File: src/rdc_pkg.sv
`default_nettype none

package rdc_pkg;

    localparam int VALUE_BITS_DEF = 32;
    localparam int MAX_DIGITS_DEF = 11;

    localparam int VALUE_W = 32;
    localparam int RADIX_W = 2;
    localparam int CHAR_W  = 7;
    localparam int DIGIT_W = 4;

    typedef enum logic [RADIX_W-1:0] {
        RADIX_OCT = 2'd0,
        RADIX_DEC = 2'd1,
        RADIX_HEX = 2'd2
    } radix_t;

    typedef struct packed {
        logic [VALUE_W-1:0] value;
        logic [RADIX_W-1:0] radix;
    } in_item_t;

    typedef struct packed {
        logic [CHAR_W-1:0] digit_char;
        logic              last;
    } out_item_t;

    typedef enum logic [1:0] {
        STEP_WAIT = 2'd0,
        STEP_DIV  = 2'd1,
        STEP_PUSH = 2'd2,
        STEP_EMIT = 2'd3
    } step_t;

    typedef enum logic [1:0] {
        OP_LOAD = 2'd0,
        OP_DIV  = 2'd1,
        OP_PUSH = 2'd2,
        OP_EMIT = 2'd3
    } op_t;

    typedef enum logic [1:0] {
        COND_START    = 2'd0,
        COND_DIV_DONE = 2'd1,
        COND_MORE     = 2'd2,
        COND_LAST     = 2'd3
    } cond_t;

    typedef struct packed {
        op_t   op;
        cond_t cond;
        step_t jump;
        step_t next;
    } ctrl_word_t;

    // Control store: each step names its datapath operation, the condition
    // it tests, where to go when the condition holds and where otherwise.
    function automatic ctrl_word_t microcode(step_t s);
        ctrl_word_t w;
        unique case (s)
            STEP_WAIT: w = '{op: OP_LOAD, cond: COND_START,    jump: STEP_DIV,  next: STEP_WAIT};
            STEP_DIV:  w = '{op: OP_DIV,  cond: COND_DIV_DONE, jump: STEP_PUSH, next: STEP_DIV};
            STEP_PUSH: w = '{op: OP_PUSH, cond: COND_MORE,     jump: STEP_DIV,  next: STEP_EMIT};
            STEP_EMIT: w = '{op: OP_EMIT, cond: COND_LAST,     jump: STEP_WAIT, next: STEP_EMIT};
            default:   w = '{op: OP_LOAD, cond: COND_START,    jump: STEP_DIV,  next: STEP_WAIT};
        endcase
        return w;
    endfunction

    function automatic logic [CHAR_W-1:0] glyph(logic [DIGIT_W-1:0] d);
        logic [CHAR_W-1:0] c;
        if (d < 4'd10)
        begin
            c = 7'd48 + {3'b000, d};
        end
        else
        begin
            c = 7'd55 + {3'b000, d};
        end
        return c;
    endfunction

endpackage

`default_nettype wire

File: src/radix_digit_converter.sv
// Channel   Handshake        Payload                      Direction
// input     start / busy     operand (value, radix)       into the block
// result    strobe           result (digit_char, last)    out of the block
//
// An item is taken when start is high and busy is low; radix code 3 is dropped.
// Each digit takes divide steps and then a push step: octal and hexadecimal need one divide step,
// decimal one for each 8-bit chunk of VALUE_BITS, in the 8-bit-per-cycle divide-by-ten unit.
// Emission then pops the digits from the stack, most significant first.
// Reset clears the step counter, the chunk counter, the digit count and the result strobe.
// The receiver cannot stall; each result is shown for exactly one cycle.
`default_nettype none

module radix_digit_converter #(
    parameter int VALUE_BITS = rdc_pkg::VALUE_BITS_DEF,
    parameter int MAX_DIGITS = rdc_pkg::MAX_DIGITS_DEF
) (
    input  wire               clk,
    input  wire               rst_n,
    input  wire               start,
    output logic              busy,
    input  rdc_pkg::in_item_t operand,
    output logic              strobe,
    output rdc_pkg::out_item_t result
);
    import rdc_pkg::*;

    localparam int CHUNK    = 8;
    localparam int NCHUNK   = (VALUE_BITS + CHUNK - 1) / CHUNK;
    localparam int DIV_BITS = NCHUNK * CHUNK;
    localparam int CHK_W    = (NCHUNK > 1) ? $clog2(NCHUNK) : 1;
    localparam int CNT_W    = $clog2(MAX_DIGITS + 1);
    localparam int IDX_W    = $clog2(MAX_DIGITS);

    step_t                step_reg, step_next;
    logic [DIV_BITS-1:0]  work_reg, work_next;
    logic [DIGIT_W-1:0]   rem_reg, rem_next;
    logic [CHK_W-1:0]     chunk_reg, chunk_next;
    logic [CNT_W-1:0]     cnt_reg, cnt_next;
    logic [RADIX_W-1:0]   radix_reg, radix_next;
    logic [DIGIT_W-1:0]   stack_reg [MAX_DIGITS];
    logic                 strobe_reg, strobe_next;
    out_item_t            result_reg, result_next;

    ctrl_word_t           ctrl;
    logic                 cond_hit;
    logic                 radix_ok;
    logic                 pow2;
    logic [DIV_BITS-1:0]  value_ext;
    logic [CNT_W-1:0]     emit_cnt;
    logic [DIGIT_W-1:0]   emit_digit;
    logic                 push_en;

    generate
        if (VALUE_BITS >= VALUE_W)
        begin : g_ext_wide
            assign value_ext = DIV_BITS'(operand.value);
        end
        else
        begin : g_ext_narrow
            assign value_ext = DIV_BITS'(operand.value[VALUE_BITS-1:0]);
        end
    endgenerate

    assign ctrl       = microcode(step_reg);
    assign radix_ok   = (operand.radix == RADIX_OCT) || (operand.radix == RADIX_DEC) ||
                        (operand.radix == RADIX_HEX);
    assign pow2       = (radix_reg != RADIX_DEC);
    assign emit_cnt   = cnt_reg - CNT_W'(1);
    assign emit_digit = stack_reg[emit_cnt[IDX_W-1:0]];
    assign busy       = (step_reg != STEP_WAIT);
    assign strobe     = strobe_reg;
    assign result     = result_reg;

    always_comb
    begin
        unique case (ctrl.cond)
            COND_START:    cond_hit = start && radix_ok;
            COND_DIV_DONE: cond_hit = pow2 || (chunk_reg == CHK_W'(NCHUNK - 1));
            COND_MORE:     cond_hit = (work_reg != '0) && (cnt_reg < CNT_W'(MAX_DIGITS - 1));
            COND_LAST:     cond_hit = (cnt_reg == CNT_W'(1));
            default:       cond_hit = 1'b0;
        endcase
        step_next = cond_hit ? ctrl.jump : ctrl.next;
    end

    always_comb
    begin
        logic [DIGIT_W:0]   r;
        logic [CHUNK-1:0]   q;
        work_next   = work_reg;
        rem_next    = rem_reg;
        chunk_next  = chunk_reg;
        cnt_next    = cnt_reg;
        radix_next  = radix_reg;
        strobe_next = 1'b0;
        result_next = result_reg;
        push_en     = 1'b0;
        r           = '0;
        q           = '0;
        unique case (ctrl.op)
            OP_LOAD:
            begin
                if (start && radix_ok)
                begin
                    work_next  = value_ext;
                    rem_next   = '0;
                    chunk_next = '0;
                    cnt_next   = '0;
                    radix_next = operand.radix;
                end
            end
            OP_DIV:
            begin
                case (radix_reg)
                    RADIX_OCT:
                    begin
                        rem_next  = {1'b0, work_reg[2:0]};
                        work_next = work_reg >> 3;
                    end
                    RADIX_HEX:
                    begin
                        rem_next  = work_reg[3:0];
                        work_next = work_reg >> 4;
                    end
                    default:
                    begin
                        // Restoring division by ten, most significant bits first.
                        r = {1'b0, rem_reg};
                        for (int i = 0; i < CHUNK; i++)
                        begin
                            r = {r[DIGIT_W-1:0], work_reg[DIV_BITS-1-i]};
                            if (r >= 5'd10)
                            begin
                                r = r - 5'd10;
                                q[CHUNK-1-i] = 1'b1;
                            end
                        end
                        rem_next   = r[DIGIT_W-1:0];
                        work_next  = (work_reg << CHUNK) | DIV_BITS'(q);
                        chunk_next = chunk_reg + CHK_W'(1);
                    end
                endcase
            end
            OP_PUSH:
            begin
                push_en    = 1'b1;
                cnt_next   = cnt_reg + CNT_W'(1);
                rem_next   = '0;
                chunk_next = '0;
            end
            OP_EMIT:
            begin
                strobe_next            = 1'b1;
                result_next.digit_char = glyph(emit_digit);
                result_next.last       = (cnt_reg == CNT_W'(1));
                cnt_next               = emit_cnt;
            end
            default:
            begin
                strobe_next = 1'b0;
            end
        endcase
    end

    always_ff @(posedge clk or negedge rst_n)
    begin
        if (!rst_n)
        begin
            step_reg   <= STEP_WAIT;
            cnt_reg    <= '0;
            chunk_reg  <= '0;
            strobe_reg <= 1'b0;
        end
        else
        begin
            step_reg   <= step_next;
            cnt_reg    <= cnt_next;
            chunk_reg  <= chunk_next;
            strobe_reg <= strobe_next;
        end
    end

    always_ff @(posedge clk)
    begin
        work_reg   <= work_next;
        rem_reg    <= rem_next;
        radix_reg  <= radix_next;
        result_reg <= result_next;
        if (push_en)
        begin
            stack_reg[cnt_reg[IDX_W-1:0]] <= rem_reg;
        end
    end

`ifndef SYNTHESIS
    a_strobe_from_emit: assert property (@(posedge clk) disable iff (!rst_n)
        strobe_reg |-> $past(step_reg == STEP_EMIT))
        else $error("result strobe without an emit step");

    a_last_frees_block: assert property (@(posedge clk) disable iff (!rst_n)
        (strobe_reg && result_reg.last) |-> !busy)
        else $error("block still busy after the last digit");

    a_emit_has_digit: assert property (@(posedge clk) disable iff (!rst_n)
        (step_reg == STEP_EMIT) |-> (cnt_reg != '0))
        else $error("emit step with an empty digit stack");

    a_count_bound: assert property (@(posedge clk) disable iff (!rst_n)
        cnt_reg <= CNT_W'(MAX_DIGITS))
        else $error("digit count beyond the stack depth");

    a_char_range: assert property (@(posedge clk) disable iff (!rst_n)
        strobe_reg |-> ((result_reg.digit_char >= 7'd48 && result_reg.digit_char <= 7'd57) ||
                        (result_reg.digit_char >= 7'd65 && result_reg.digit_char <= 7'd70)))
        else $error("digit character out of range");
`endif

endmodule

`default_nettype wire
File: config.mk
export PLATFORM = sky130hd
export DESIGN_NAME = radix_digit_converter
export DESIGN_NICKNAME = d
export VERILOG_FILES = /design/src/rdc_pkg.sv /design/src/radix_digit_converter.sv
export SDC_FILE = /design/constraint.sdc
export NUM_CORES = 1
export LEC_CHECK = 0
export BUFFER_PORTS_ARGS = -buffer_cell sky130_fd_sc_hd__buf_2
export CORE_MARGIN = 2
export CORE_UTILIZATION = 55
export CTS_CLUSTER_DIAMETER = 120
export CTS_CLUSTER_SIZE = 8
export DETAILED_ROUTE_END_ITERATION = 8
export PLACE_DENSITY = 0.77
export SETUP_SLACK_MARGIN = 0.4
export SYNTH_ARGS = -nofsm -noshare
export SYNTH_HDL_FRONTEND = slang
export SYNTH_SLANG_ARGS = --single-unit
File: constraint.sdc
create_clock -name clk -period 8.65 [get_ports clk]
set_input_delay 2.1625 -clock clk [delete_from_list [all_inputs] [get_ports clk]]
set_output_delay 2.1625 -clock clk [all_outputs]
set_load 0.01 [all_outputs]
==> results.toml <==
[critical_path]
crit_buf_inv = 3
crit_path_start_kind = "flop"
path_delay_family = "compound AO/OA/AOI/OAI gates"
critical_path_depth = 36
worstReg2RegStart = "rem_reg[0]"
worst-r2r-setup-slack_ns = 0.82
r2r-end = "rem_reg[2]"
crit_fanout = 9
end_kind = "flop"
slowest_delay_ns = 0.42
required_ns = 8.74
crit_arrival_ns = 7.92
ff2ff_path_depth = 36
cp-endpoint = "rem_reg[2]"
startpoint = "rem_reg[0]"
critPathKind = "reg2reg"
cpMaxStageDelayCell = "edfxtp_1"

[clock_network]
cts_root_buffer = "clkbuf_16"
holdBufCountCts = 0
htree_levels = 3
cts_num_sinks = 99
cts_tree = "built"
cts_buffers = 9
ctsLongestPathBuffers = 2
insertion_delay_ns = 0.35
clkTransAtPathRegs_ns = 0.07

[die]
coreArea_sq_um = 10900
dieHeight_um = 111
start_util = 0.570
fp.dieW_um = 111
dieArea_sq_um = 12200
io_pins = 47
placement_rows = 38

[run]
drv_cap = 0

[sta]
clock.fmax_ghz = 0.128
max_slew_margin = 0.357
fin_crit_sh = 0.905
finalSetupTns_ns = 0
slew_violations = 0
hold_ws_ns = 0.533
skew_ns = 0.00869
final_hold_viol_count = 0
worst_pin_slew_ns = 0.965
rsz0062_at_grt = "no"
setup_viol = 0
period_needed_ns = 7.83

[placement]
dp_hpwl_mm = 10.5
place.gp.congestion = 0.896
io_buffers = 46
placedCellCount = 743

[synth]
syn-cell-area_sq_um = 6240
synth-seq-cells = 99
postSynthCellCount = 578
yosysSeqAreaShare = 0.469
synth_edf_count = 90
synth_nets = 635
synth_ff_type = "edfxtp_1"
yosysWarningCount = 0
synth.distinct_cells = 74
async_flop_share = 0.0909
synth_area_per_cell_sq_um = 10.8

[global_routing]
grt_pass1_vias = 4890
grt_max_degree = 62
grt.overflow.total = 0
grt_pass1_wl_mm = 24.2
grtUsageTotal = 0.245
antenna_found_initial = 0

[worst_hold_path]
min_path_type = "reg2reg"

[drt]
ant_nets = 0
vias_per_cell = 6.35
drc = 0
vias = 4886
drt_iter0_drc = 349
wl_per_cell_um = 19.6
first_pass_iters = 5
totalWireLength_mm = 15.1

[layout]
fillCellCount = 857
drive_gt1_frac = 0.253
antenna_cells = 0
largest_register_ff_count = 44
finalNonFillerCells = 769
final_nets = 681
area_delta_synth_final_pct = 14.2

[outcome]
outcome = "complete, no violations"
## logic make-up after synthesis
logic type / share of synthesized area
AOI/OAI and AO/OA: 0.176
and+or+nand+nor: 0.121
DFF: 0.469
muxes: 0.147
buffers and inverters: 0.0407
adders and majority gates: 0.0401
xor gates and xnor gates: 0.00562
## worst min-delay path, cell delays in order, from the launching register on
cell     delay, ns
dfrtp_1       0.38
nand2_1       0.06
o21ai_0       0.06
## layout make-up
| type | instances | area, sq um | share of cell area |
|---|---|---|---|
| clock buffers | 9 | 225 | 0.0316 |
| well taps | 140 | 175 | 0.0246 |
| clock inverters | 7 | 81.3 | 0.0114 |
| multi-input cells | 414 | 3200 | 0.449 |
| flip-flops and latches | 99 | 2930 | 0.411 |
| inverters | 33 | 124 | 0.0174 |
| repair buffers | 67 | 392 | 0.0550 |
## Yosys cell counts, drive strengths merged (5+ instances only)
master	number	area, sq um
a211oi	10	92.6
a21boi	5	37.5
a21o	6	45.0
a21oi	34	170
a31oi	5	31.3
buf	5	28.8
clkbuf	27	101
dfrtp	9	225
edfxtp	90	2700
ha	20	250
inv	33	124
mux2	28	319
mux2i	42	420
mux4	8	180
nand2	51	191
nand2b	7	43.8
nand4	6	37.5
nor2	28	105
nor2b	5	31.3
nor3	14	75.1
nor4	9	56.3
o21ai	46	230
or3	10	62.6
## worst min-delay path by stage
stage                 start      endpoint  slack (ns)  cells after the start
6_report       chunk_reg[1]  chunk_reg[1]        0.53                      2
5_1_grt        chunk_reg[1]  chunk_reg[1]        0.58                      2
4_1_cts        chunk_reg[1]  chunk_reg[1]        0.53                      2
3_5_place_dp   chunk_reg[1]  chunk_reg[1]        0.51                      2
3_3_place_gp   chunk_reg[1]  chunk_reg[1]        0.49                      2
2_1_floorplan  chunk_reg[1]  chunk_reg[1]        0.48                      2
## cells in the final DEF (no fill, tap or decap), drive strengths merged, types with 3 or more instances in the layout
cell type / n
mux2: 28
nand3: 4
or2: 4
nand2: 51
nor2b: 5
a311oi: 4
buf: 67
nor2: 28
nand4: 6
nand2b: 7
mux4: 8
or3: 10
o211ai: 4
a211oi: 10
o31ai: 4
a21oi: 34
mux2i: 42
edfxtp: 90
o21ai: 46
o31a: 4
ha: 20
o221ai: 3
dfrtp: 9
o311a: 3
clkbuf: 9
nor4: 9
a31oi: 5
nor3: 14
a21o: 6
o2bb2ai: 4
a21boi: 5
inv: 36
and3: 4
and2: 4
## through the flow
step / instance area [sq um] / setup WS (ns) / util
after CTS: 7010 / 0.448 / 0.641
after global routing: 7120 / 0.392 / 0.651
after detailed placement: 6640 / -0.176 / 0.607
after global placement: 6640 / 0.236 / 0.607
after floorplan: 6270 / 0.405 / -
final: 7120 / 0.818 / 0.651
## routing by layer
metal  track usage  wire, um
met5             0         0
met4        0.0725       323
met3        0.0472       828
met2         0.445      7900
met1         0.295      6040
## what timing repair did
item                       CTS  global route
pin swaps                    3            12
gates resized for setup     13            12
setup endpoints to repair    4             4
setup buffers                2             8
Power is not shown: default switching activity piles up to over one toggle a cycle in this logic, so the estimate is an artifact.
